**config.mk**
```make
export PLATFORM = sky130hd
export DESIGN_NAME = salted_splitmix_placement_generator_flat
export DESIGN_NICKNAME = d
export VERILOG_FILES = /design/src/sv/spg_pkg.sv /design/src/sv/spg_if.sv /design/src/sv/spg_ctrl.sv /design/src/sv/spg_datapath.sv /design/src/sv/salted_splitmix_placement_generator.sv /design/src/flat_wrapper.sv
export SDC_FILE = /design/constraint.sdc
export NUM_CORES = 2
export LEC_CHECK = 0
export ABC_AREA = 1
export BUFFER_PORTS_ARGS = -buffer_cell sky130_fd_sc_hd__buf_4
export CORE_ASPECT_RATIO = 1.4
export CORE_MARGIN = 4
export CORE_UTILIZATION = 44
export DETAILED_ROUTE_END_ITERATION = 16
export GPL_ROUTABILITY_DRIVEN = 0
export SYNTH_ARGS = -nofsm -noshare
export SYNTH_HDL_FRONTEND = slang
export SYNTH_SLANG_ARGS = --single-unit
```
**constraint.sdc**
```tcl
create_clock -name clk -period 13.4 [get_ports clk]
set_input_delay 0.67 -clock clk [delete_from_list [all_inputs] [get_ports clk]]
set_output_delay 0.67 -clock clk [all_outputs]
set_load 0.02 [all_outputs]
```
**src/sv/spg_pkg.sv**
```systemverilog
`default_nettype none
package spg_pkg;

	localparam int unsigned WORD_W  = 64;
	localparam int unsigned POS_W   = 32;
	localparam int unsigned CFG_IDX_W = 2;

	localparam logic [63:0] FNV_BASIS      = 64'hcbf29ce484222325;
	// FNV prime is 2^40 + 0x1b3: shift plus a narrow product
	localparam int unsigned FNV_SHIFT      = 40;
	localparam logic [8:0]  FNV_PRIME_LO   = 9'h1b3;
	localparam logic [63:0] GOLDEN_STEP    = 64'h9e3779b97f4a7c15;
	localparam logic [63:0] FIN_MUL_A      = 64'hbf58476d1ce4e5b9;
	localparam logic [63:0] FIN_MUL_B      = 64'h94d049bb133111eb;
	localparam int unsigned FIN_SHIFT_A    = 30;
	localparam int unsigned FIN_SHIFT_B    = 27;
	localparam int unsigned FIN_SHIFT_C    = 31;

	localparam int unsigned DIV_STEPS = WORD_W;
	localparam int unsigned DIV_CNT_W = $clog2(DIV_STEPS);

	localparam logic KIND_DRAW = 1'b1;

	typedef enum logic [CFG_IDX_W-1:0] {
		CFG_BASE_SEED  = 2'd0,
		CFG_MAP_WIDTH  = 2'd1,
		CFG_MAP_HEIGHT = 2'd2
	} cfg_idx_t;

	typedef enum logic [3:0] {
		OP_NOP,
		OP_SALT,
		OP_LOAD_SEED,
		OP_LOAD_DRAW,
		OP_MUL_LO,
		OP_MUL_HL,
		OP_MUL_LH,
		OP_MIX,
		OP_FIN_SEED,
		OP_FIN_DRAW,
		OP_DIV_STEP,
		OP_PUSH
	} dp_op_t;

	typedef struct packed {
		dp_op_t op;
		logic   const_b;
	} spg_cmd_t;

	typedef struct packed {
		logic div_last;
	} spg_stat_t;

endpackage
`default_nettype wire

```
**src/sv/spg_if.sv**
```systemverilog
`default_nettype none
interface spg_in_if;
	logic       valid;
	logic       ready;
	logic       kind;
	logic [7:0] salt_byte;
	logic       salt_last;

	modport source (output valid, kind, salt_byte, salt_last, input ready);
	modport sink   (input valid, kind, salt_byte, salt_last, output ready);
endinterface

interface spg_out_if;
	logic        valid;
	logic        ready;
	logic [63:0] draw_value;
	logic [31:0] pos_x;
	logic [31:0] pos_y;
	logic [31:0] draw_index;

	modport source (output valid, draw_value, pos_x, pos_y, draw_index, input ready);
	modport sink   (input valid, draw_value, pos_x, pos_y, draw_index, output ready);
endinterface
`default_nettype wire

```
**src/sv/spg_ctrl.sv**
```systemverilog
`default_nettype none
module spg_ctrl (
	input  wire logic              clk,
	input  wire logic              arst_n,
	input  wire logic              item_valid,
	input  wire logic              item_kind,
	input  wire logic              item_last,
	output logic                   item_ready,
	input  wire logic              out_ready,
	output logic                   out_valid,
	input  wire spg_pkg::spg_stat_t stat,
	output spg_pkg::spg_cmd_t      cmd
);
	import spg_pkg::*;

	typedef enum logic [3:0] {
		ST_IDLE,
		ST_SEED,
		ST_MUL_LO,
		ST_MUL_HL,
		ST_MUL_LH,
		ST_MIX,
		ST_FIN,
		ST_DIV,
		ST_PUSH
	} state_t;

	state_t state_q;
	logic   round_q;
	logic   draw_q;
	logic   out_valid_q;
	logic   fire;
	logic   push_ok;

	assign item_ready = (state_q == ST_IDLE);
	assign fire       = item_valid & item_ready;
	assign push_ok    = !out_valid_q || out_ready;
	assign out_valid  = out_valid_q;

	always_comb begin
		cmd.op      = OP_NOP;
		cmd.const_b = round_q;
		case (state_q)
			ST_IDLE: begin
				if (fire) begin
					cmd.op = (item_kind == KIND_DRAW) ? OP_LOAD_DRAW : OP_SALT;
				end
			end
			ST_SEED:   cmd.op = OP_LOAD_SEED;
			ST_MUL_LO: cmd.op = OP_MUL_LO;
			ST_MUL_HL: cmd.op = OP_MUL_HL;
			ST_MUL_LH: cmd.op = OP_MUL_LH;
			ST_MIX:    cmd.op = OP_MIX;
			ST_FIN:    cmd.op = draw_q ? OP_FIN_DRAW : OP_FIN_SEED;
			ST_DIV:    cmd.op = OP_DIV_STEP;
			ST_PUSH: begin
				if (push_ok) begin
					cmd.op = OP_PUSH;
				end
			end
			default:   cmd.op = OP_NOP;
		endcase
	end

	always_ff @(posedge clk or negedge arst_n) begin
		if (!arst_n) begin
			state_q     <= ST_IDLE;
			round_q     <= 1'b0;
			draw_q      <= 1'b0;
			out_valid_q <= 1'b0;
		end else begin
			// result word register: load on push, drop when taken
			if (cmd.op == OP_PUSH) begin
				out_valid_q <= 1'b1;
			end else if (out_ready) begin
				out_valid_q <= 1'b0;
			end
			case (state_q)
				ST_IDLE: begin
					if (fire) begin
						round_q <= 1'b0;
						if (item_kind == KIND_DRAW) begin
							draw_q  <= 1'b1;
							state_q <= ST_MUL_LO;
						end else if (item_last) begin
							draw_q  <= 1'b0;
							state_q <= ST_SEED;
						end
					end
				end
				ST_SEED:   state_q <= ST_MUL_LO;
				ST_MUL_LO: state_q <= ST_MUL_HL;
				ST_MUL_HL: state_q <= ST_MUL_LH;
				ST_MUL_LH: state_q <= round_q ? ST_FIN : ST_MIX;
				ST_MIX: begin
					round_q <= 1'b1;
					state_q <= ST_MUL_LO;
				end
				ST_FIN:    state_q <= draw_q ? ST_DIV : ST_IDLE;
				ST_DIV: begin
					if (stat.div_last) begin
						state_q <= ST_PUSH;
					end
				end
				ST_PUSH: begin
					if (push_ok) begin
						state_q <= ST_IDLE;
					end
				end
				default:   state_q <= ST_IDLE;
			endcase
		end
	end

endmodule
`default_nettype wire

```
**src/sv/spg_datapath.sv**
```systemverilog
`default_nettype none
module spg_datapath (
	input  wire logic                            clk,
	input  wire logic                            arst_n,
	input  wire spg_pkg::spg_cmd_t               cmd,
	input  wire logic [7:0]                      salt_byte,
	input  wire logic                            cfg_we,
	input  wire logic [spg_pkg::CFG_IDX_W-1:0]   cfg_index,
	input  wire logic [spg_pkg::WORD_W-1:0]      cfg_data,
	output spg_pkg::spg_stat_t                   stat,
	output logic [spg_pkg::WORD_W-1:0]           draw_value,
	output logic [spg_pkg::POS_W-1:0]            pos_x,
	output logic [spg_pkg::POS_W-1:0]            pos_y,
	output logic [spg_pkg::POS_W-1:0]            draw_index
);
	import spg_pkg::*;

	logic [WORD_W-1:0]    seed_q;
	logic [POS_W-1:0]     width_q;
	logic [POS_W-1:0]     height_q;
	logic [WORD_W-1:0]    hash_q;
	logic [WORD_W-1:0]    stream_q;
	logic [POS_W-1:0]     count_q;
	logic [WORD_W-1:0]    work_q;
	logic [WORD_W-1:0]    acc_q;
	logic [WORD_W-1:0]    value_q;
	logic [WORD_W-1:0]    sh_q;
	logic [POS_W-1:0]     rx_q;
	logic [POS_W-1:0]     ry_q;
	logic [DIV_CNT_W-1:0] div_cnt_q;
	logic [WORD_W-1:0]    value_out_q;
	logic [POS_W-1:0]     pos_x_q;
	logic [POS_W-1:0]     pos_y_q;
	logic [POS_W-1:0]     index_q;

	logic [WORD_W-1:0]    hash_x;
	logic [WORD_W-1:0]    hash_d;
	logic [WORD_W-1:0]    seed_mix;
	logic [WORD_W-1:0]    step_sum;
	logic [WORD_W-1:0]    mul_k;
	logic [POS_W-1:0]     mul_a;
	logic [POS_W-1:0]     mul_b;
	logic [WORD_W-1:0]    prod;
	logic [POS_W:0]       trial_x;
	logic [POS_W:0]       trial_y;
	logic [POS_W:0]       diff_x;
	logic [POS_W:0]       diff_y;
	logic                 y_active;

	// FNV-1a step: xor the byte, multiply by 2^40 + 0x1b3
	assign hash_x   = hash_q ^ {{(WORD_W-8){1'b0}}, salt_byte};
	assign hash_d   = (hash_x << FNV_SHIFT) + (hash_x * FNV_PRIME_LO);
	assign seed_mix = seed_q ^ hash_q;
	assign step_sum = stream_q + GOLDEN_STEP;
	assign mul_k    = cmd.const_b ? FIN_MUL_B : FIN_MUL_A;

	// 64x64 low product as three 32x32 partial products
	always_comb begin
		case (cmd.op)
			OP_MUL_HL: begin
				mul_a = work_q[WORD_W-1:POS_W];
				mul_b = mul_k[POS_W-1:0];
			end
			OP_MUL_LH: begin
				mul_a = work_q[POS_W-1:0];
				mul_b = mul_k[WORD_W-1:POS_W];
			end
			default: begin
				mul_a = work_q[POS_W-1:0];
				mul_b = mul_k[POS_W-1:0];
			end
		endcase
	end
	assign prod = mul_a * mul_b;

	// restoring remainder, one dividend bit per cycle; y sees the upper half first
	assign trial_x  = {rx_q, sh_q[WORD_W-1]};
	assign trial_y  = {ry_q, sh_q[WORD_W-1]};
	assign diff_x   = trial_x - {1'b0, width_q};
	assign diff_y   = trial_y - {1'b0, height_q};
	assign y_active = (div_cnt_q < DIV_CNT_W'(POS_W));
	assign stat.div_last = (div_cnt_q == DIV_CNT_W'(DIV_STEPS - 1));

	always_ff @(posedge clk or negedge arst_n) begin
		if (!arst_n) begin
			seed_q   <= 64'd1;
			width_q  <= 32'd1;
			height_q <= 32'd1;
			hash_q   <= FNV_BASIS;
			stream_q <= '0;
			count_q  <= '0;
		end else begin
			if (cfg_we) begin
				case (cfg_index)
					CFG_BASE_SEED:  seed_q   <= cfg_data;
					CFG_MAP_WIDTH:  width_q  <= cfg_data[POS_W-1:0];
					CFG_MAP_HEIGHT: height_q <= cfg_data[POS_W-1:0];
					default: ;
				endcase
			end
			case (cmd.op)
				OP_SALT:      hash_q <= hash_d;
				OP_LOAD_SEED: begin
					hash_q  <= FNV_BASIS;
					count_q <= '0;
				end
				OP_LOAD_DRAW: stream_q <= step_sum;
				OP_FIN_SEED:  stream_q <= acc_q ^ (acc_q >> FIN_SHIFT_C);
				OP_PUSH:      count_q  <= count_q + 1'b1;
				default: ;
			endcase
		end
	end

	always_ff @(posedge clk) begin
		case (cmd.op)
			OP_LOAD_SEED: work_q <= seed_mix ^ (seed_mix >> FIN_SHIFT_A);
			OP_LOAD_DRAW: work_q <= step_sum ^ (step_sum >> FIN_SHIFT_A);
			OP_MUL_LO:    acc_q  <= prod;
			OP_MUL_HL,
			OP_MUL_LH:    acc_q  <= acc_q + {prod[POS_W-1:0], {POS_W{1'b0}}};
			OP_MIX:       work_q <= acc_q ^ (acc_q >> FIN_SHIFT_B);
			OP_FIN_DRAW: begin
				value_q   <= acc_q ^ (acc_q >> FIN_SHIFT_C);
				sh_q      <= acc_q ^ (acc_q >> FIN_SHIFT_C);
				rx_q      <= '0;
				ry_q      <= '0;
				div_cnt_q <= '0;
			end
			OP_DIV_STEP: begin
				sh_q      <= {sh_q[WORD_W-2:0], 1'b0};
				rx_q      <= diff_x[POS_W] ? trial_x[POS_W-1:0] : diff_x[POS_W-1:0];
				if (y_active) begin
					ry_q <= diff_y[POS_W] ? trial_y[POS_W-1:0] : diff_y[POS_W-1:0];
				end
				div_cnt_q <= div_cnt_q + 1'b1;
			end
			OP_PUSH: begin
				value_out_q <= value_q;
				pos_x_q     <= (width_q == '0) ? '0 : rx_q;
				pos_y_q     <= (height_q == '0) ? '0 : ry_q;
				index_q     <= count_q;
			end
			default: ;
		endcase
	end

	assign draw_value = value_out_q;
	assign pos_x      = pos_x_q;
	assign pos_y      = pos_y_q;
	assign draw_index = index_q;

endmodule
`default_nettype wire

```
**src/sv/salted_splitmix_placement_generator.sv**
```systemverilog
// Salted SplitMix64 placement generator.
// Input channel "item" (valid/ready) carries one word per step: kind 0 folds
// salt_byte into a 64-bit FNV-1a hash; with salt_last set the stream is then
// seeded from the finalized base_seed xor hash, the hash returns to its offset
// basis and the draw count clears. Kind 1 advances the stream by the golden
// step and produces one word on channel "result": the finalized value, its
// remainder by the map width, its upper half modulo the map height and the draw index.
// A draw runs two finalizer multiplies on one shared 32x32 multiplier and
// a 64-step bit-serial remainder unit.
// The result sits in an output register; if the receiver stalls, a finished
// draw waits in the push step until that register frees, while salt bytes and
// the next draw may be accepted as soon as the core is idle.
// Configuration: cfg_we with cfg_index 0 base seed, 1 map width, 2 map height;
// write only while idle. Zero width or height gives a zero coordinate.
// Reset (arst_n low) returns the base seed, map width and map height to 1, the
// hash to the FNV basis, the stream and draw count to zero, and empties the
// output register.
`default_nettype none
module salted_splitmix_placement_generator (
	input  wire logic                          clk,
	input  wire logic                          arst_n,
	spg_in_if.sink                             item,
	spg_out_if.source                          result,
	input  wire logic                          cfg_we,
	input  wire logic [spg_pkg::CFG_IDX_W-1:0] cfg_index,
	input  wire logic [spg_pkg::WORD_W-1:0]    cfg_data
);
	import spg_pkg::*;

	spg_cmd_t  cmd;
	spg_stat_t stat;

	// sequencer: handshakes, step order, result word hold
	spg_ctrl u_ctrl (
		.clk        (clk),
		.arst_n     (arst_n),
		.item_valid (item.valid),
		.item_kind  (item.kind),
		.item_last  (item.salt_last),
		.item_ready (item.ready),
		.out_ready  (result.ready),
		.out_valid  (result.valid),
		.stat       (stat),
		.cmd        (cmd)
	);

	// hash, stream, multiplier, remainder unit and result registers
	spg_datapath u_dp (
		.clk        (clk),
		.arst_n     (arst_n),
		.cmd        (cmd),
		.salt_byte  (item.salt_byte),
		.cfg_we     (cfg_we),
		.cfg_index  (cfg_index),
		.cfg_data   (cfg_data),
		.stat       (stat),
		.draw_value (result.draw_value),
		.pos_x      (result.pos_x),
		.pos_y      (result.pos_y),
		.draw_index (result.draw_index)
	);

endmodule
`default_nettype wire

```
**src/flat_wrapper.sv**
```systemverilog
// flat-port wrapper written by rule: the top's interface ports become plain ports
module salted_splitmix_placement_generator_flat import spg_pkg::*;
  (clk, arst_n, cfg_we, cfg_index, cfg_data, item_valid, item_kind, item_salt_byte, item_salt_last, item_ready, result_valid, result_draw_value, result_pos_x, result_pos_y, result_draw_index, result_ready);
  spg_in_if item_i ();
  spg_out_if result_i ();
  input  wire logic clk;
  input  wire logic arst_n;
  input  wire logic cfg_we;
  input  wire logic [spg_pkg::CFG_IDX_W-1:0] cfg_index;
  input  wire logic [spg_pkg::WORD_W-1:0] cfg_data;
  input wire logic [$bits(item_i.valid)-1:0] item_valid;
  input wire logic [$bits(item_i.kind)-1:0] item_kind;
  input wire logic [$bits(item_i.salt_byte)-1:0] item_salt_byte;
  input wire logic [$bits(item_i.salt_last)-1:0] item_salt_last;
  output wire logic [$bits(item_i.ready)-1:0] item_ready;
  output wire logic [$bits(result_i.valid)-1:0] result_valid;
  output wire logic [$bits(result_i.draw_value)-1:0] result_draw_value;
  output wire logic [$bits(result_i.pos_x)-1:0] result_pos_x;
  output wire logic [$bits(result_i.pos_y)-1:0] result_pos_y;
  output wire logic [$bits(result_i.draw_index)-1:0] result_draw_index;
  input wire logic [$bits(result_i.ready)-1:0] result_ready;
  assign item_i.valid = item_valid;
  assign item_i.kind = item_kind;
  assign item_i.salt_byte = item_salt_byte;
  assign item_i.salt_last = item_salt_last;
  assign item_ready = item_i.ready;
  assign result_valid = result_i.valid;
  assign result_draw_value = result_i.draw_value;
  assign result_pos_x = result_i.pos_x;
  assign result_pos_y = result_i.pos_y;
  assign result_draw_index = result_i.draw_index;
  assign result_i.ready = result_ready;
  salted_splitmix_placement_generator u_core (.clk(clk), .arst_n(arst_n), .item(item_i), .result(result_i), .cfg_we(cfg_we), .cfg_index(cfg_index), .cfg_data(cfg_data));
endmodule
```
==> flow_summary.yaml <==
job:
  drv_cap: 0
logic_synthesis:
  synth_flop_cell: "edfxtp_1"
  ys_seq_elements: 781
  synth-simple-area-share: 0.190
  synth_top_cell_by_area: "fa_1"
  async_flop_share: 0.378
  synth-edff-count: 486
  synth-xor-area-share: 0.0357
  synth.top_cell.area_share: 0.252
  synth_cell_types: 58
  synth.avg_cell_area_um2: 8.40
  ys_top_cells_by_area: "fa_1 25%, edfxtp_1 17%, inv_1 9.5%, nand2_1 9.2%, ha_1 8.9%"
  synthCells: 10200
  yosys_warnings: 0
  synth_fa_ha_area_frac: 0.341
  synth_area_um2: 85300
  synthMuxAreaShare: 0.00422
  ys_seq_area_frac: 0.258
  syn-num-nets: 11900
  synth_compound_area_frac: 0.0651
  synth_top_family_by_area: "adder cells"
grt:
  gr-total-overflow: 0
  grt_usage: 0.335
  grt_start_max_net_pins: 132
  grt_pass1_vias: 74800
  antenna_found_initial: 12
  grt_pass1_wl_mm: 492
worst_setup_path:
  r2r-end: "u_core.u_dp.acc_q[63]"
  cp_num_buf_inv: 6
  path_depth: 34
  cp_top_family: "adder cells"
  cp_common_cell: "fa_1"
  worstSetupStartpoint: "u_core.u_ctrl.state_q[0]"
  regToRegSetupSlack_ns: 1.61
  worst_ep_arrival_time_ns: 12.23
  worst_r2r_path_depth: 34
  critical_path_class: "flop to flop"
  timing.rr.start: "u_core.u_ctrl.state_q[0]"
  end_kind: "flop"
  cp.required_ns: 13.84
  cp-start-kind: "flop"
  max_stage_delay_ns: 0.84
  crit_end: "u_core.u_dp.acc_q[63]"
  cpMaxStageDelayCell: "o21ai_1"
  crit_fanout: 26
place:
  port-buffer-count: 242
  hpwl_mm: 277
timing:
  hold_viol_final: 0
  fmax_mhz: 84.8
  final_max_slew_viol_count: 0
  fin_worst_skew_ns: 0.0484
  rsz0062_at_grt: "no"
  period_minus_slack_ns: 11.79
  timing.setup.tns_ns: 0
  relSlewSlack: 0.137
  worstMarginPinSlew_ns: 1.29
  finalSetupViolCount: 0
  min_period_over_period: 0.880
finish:
  multi_input_area_um2: 54300
  seq_area_um2: 22000
  fin_nets: 12100
  n_fill_cell: 18800
  drive_gt1_frac: 0.0586
  area_delta_synth_final_pct: 8.68
clock_tree:
  cts_setup_buffers: 0
  h-tree-depth: 3
  clkLatencyLatePin_ns: 0.72
  clk_pin_slew_ns: 0.06
  numCtsBuffers: 86
  clkSinkCount: 781
  root_buffer: "clkbuf_16"
  cts_buffer_depth: 3
  cts_tree: "built"
floorplanning:
  row_count: 191
  die_h_um: 529
  pin_count: 243
  die_w_um: 380
  core_area_um2: 193000
  die_area_um2: 201000
  start_util: 0.442
routing:
  wl_met3_mm: 28.6
  vias: 72400
  drtAntennaViolNets: 0
  routed_via_density: 5.60
  dr_wl_met2_mm: 159
  drc_errors: 0
  wl_met1_mm: 115
  first_pass_iters: 8
  wl_mm: 339
  drtIter0Drc: 7480
  dr.max_layer_used: "met5"
  wire_per_inst_um: 26.3
status:
  status: "finished clean"
hold_path:
  hold_class: "input port to flop"
-- sequential cells by signal, summed over array words and instances (netlist names), 4 cells and up --
| register | count |
|---|---|
| u_core.u_dp.acc_q | 64 |
| u_core.u_dp.draw_value | 64 |
| u_core.u_dp.hash_q | 64 |
| u_core.u_dp.seed_q | 64 |
| u_core.u_dp.sh_q | 64 |
| u_core.u_dp.stream_q | 64 |
| u_core.u_dp.value_q | 64 |
| u_core.u_dp.work_q | 64 |
| u_core.u_dp.count_q | 32 |
| u_core.u_dp.draw_index | 32 |
| u_core.u_dp.height_q | 32 |
| u_core.u_dp.pos_x | 32 |
| u_core.u_dp.pos_y | 32 |
| u_core.u_dp.rx_q | 32 |
| u_core.u_dp.ry_q | 32 |
| u_core.u_dp.width_q | 32 |
| u_core.u_dp.div_cnt_q | 6 |
| u_core.u_ctrl.state_q | 4 |
-- cells in the mapped netlist, types with 31 or more instances --
master	number
dfrtp_1	264
fa_1	1073
or2_2	32
dfstp_2	31
clkbuf_1	111
mux2_2	32
a22oi_1	33
a21oi_1	318
o21ai_1	31
nor3_1	78
o21ai_0	359
nand3_1	440
inv_1	2151
ha_1	606
o211ai_1	56
buf_2	47
nand4_1	84
edfxtp_1	486
o21bai_1	46
nand2_1	2099
xnor2_1	116
nor2_1	1144
xor2_1	232
-- cells in the final DEF, fill, tap and decap left out, types with 27 or more instances in the layout --
cell,synthesis,layout
inv_1,2151,2148
nand2_1,2099,2095
nor2_1,1144,1143
fa_1,1073,1073
ha_1,606,606
edfxtp_1,486,486
nand3_1,440,437
o21ai_0,359,357
a21oi_1,318,318
buf_4,22,301
dfrtp_1,264,264
xor2_1,232,232
xnor2_1,116,116
clkbuf_16,0,87
nand4_1,84,84
nor3_1,78,76
o211ai_1,56,56
o21bai_1,46,46
a22oi_1,33,33
or2_2,32,32
o21ai_1,31,32
mux2_2,32,32
dfstp_2,31,31
nor4_1,30,29
a21o_1,27,27
-- worst min-delay path by stage --
stage                                       start                    endpoint  slack (ns)  cells after the start
after floorplan                            arst_n        u_core.u_ctrl.draw_q        0.37                      0
after global placement    u_core.u_dp.value_q[16]  u_core.u_dp.draw_value[16]        0.40                      0
after detailed placement  u_core.u_dp.value_q[17]  u_core.u_dp.draw_value[17]        0.40                      0
after CTS                            cfg_data[61]      u_core.u_dp.seed_q[61]        0.15                      2
after global routing                 cfg_data[57]      u_core.u_dp.seed_q[57]        0.17                      2
final                                cfg_data[61]      u_core.u_dp.seed_q[61]        0.19                      2
-- worst register-to-register path: cells and delay by family (launching register included) --
family                   cells  cell delay (ns)
AO/OA/AOI/OAI                2             1.09
XOR/XNOR                     1             0.35
adder cells (fa/ha/maj)     10             5.01
buffers and inverters        6             1.41
flip-flops                   1             0.48
AND/OR/NAND/NOR             15             3.17
-- metal layers --
layer / vias to the layer above / track usage
li1: 31800 / -
met1: 35100 / 0.366
met2: 4070 / 0.562
met3: 1376 / 0.0674
met4: 6 / 0.278
met5: - / 0
-- timing repair --
item,CTS,global route
hold buffers,1,0
gates resized for setup,0,0
endpoints found under the hold margin,68,0
-- through the flow --
step / area [µm²] / util / setup WS, ns / hold slack [ns] / instances
2_1_floorplan: 85300 / - / 4.59 / 0.374 / 10200
3_3_place_gp: 89800 / 0.465 / 2.14 / 0.402 / 12800
3_5_place_dp: 89800 / 0.465 / 2.12 / 0.405 / 12800
4_1_cts: 92700 / 0.480 / 1.96 / 0.146 / 12900
5_1_grt: 92700 / 0.480 / 1.33 / 0.170 / 12900
6_report: 92700 / 0.480 / 1.61 / 0.188 / 12900
-- cells by family (layout without fill, tap and decap cells) --
family	count (synthesis)	in the layout
other cells	0	6
xor+xnor	348	348
mux	32	32
compound gates	970	970
fa+ha+maj	1679	1679
flops	781	781
simple gates	3976	3976
buf+inv	2369	2626
-- layout make-up --
class                   count  area share
flip-flops and latches    781       0.237
repair buffers            303      0.0246
clock buffers             105      0.0245
clock inverters            56     0.00617
well taps                2509      0.0339
inverters                2162      0.0877
diodes                      6    0.000162
multi-input cells        7005       0.585
Power is not shown: default switching activity piles up to over one toggle a cycle in this logic, so the estimate is an artifact.
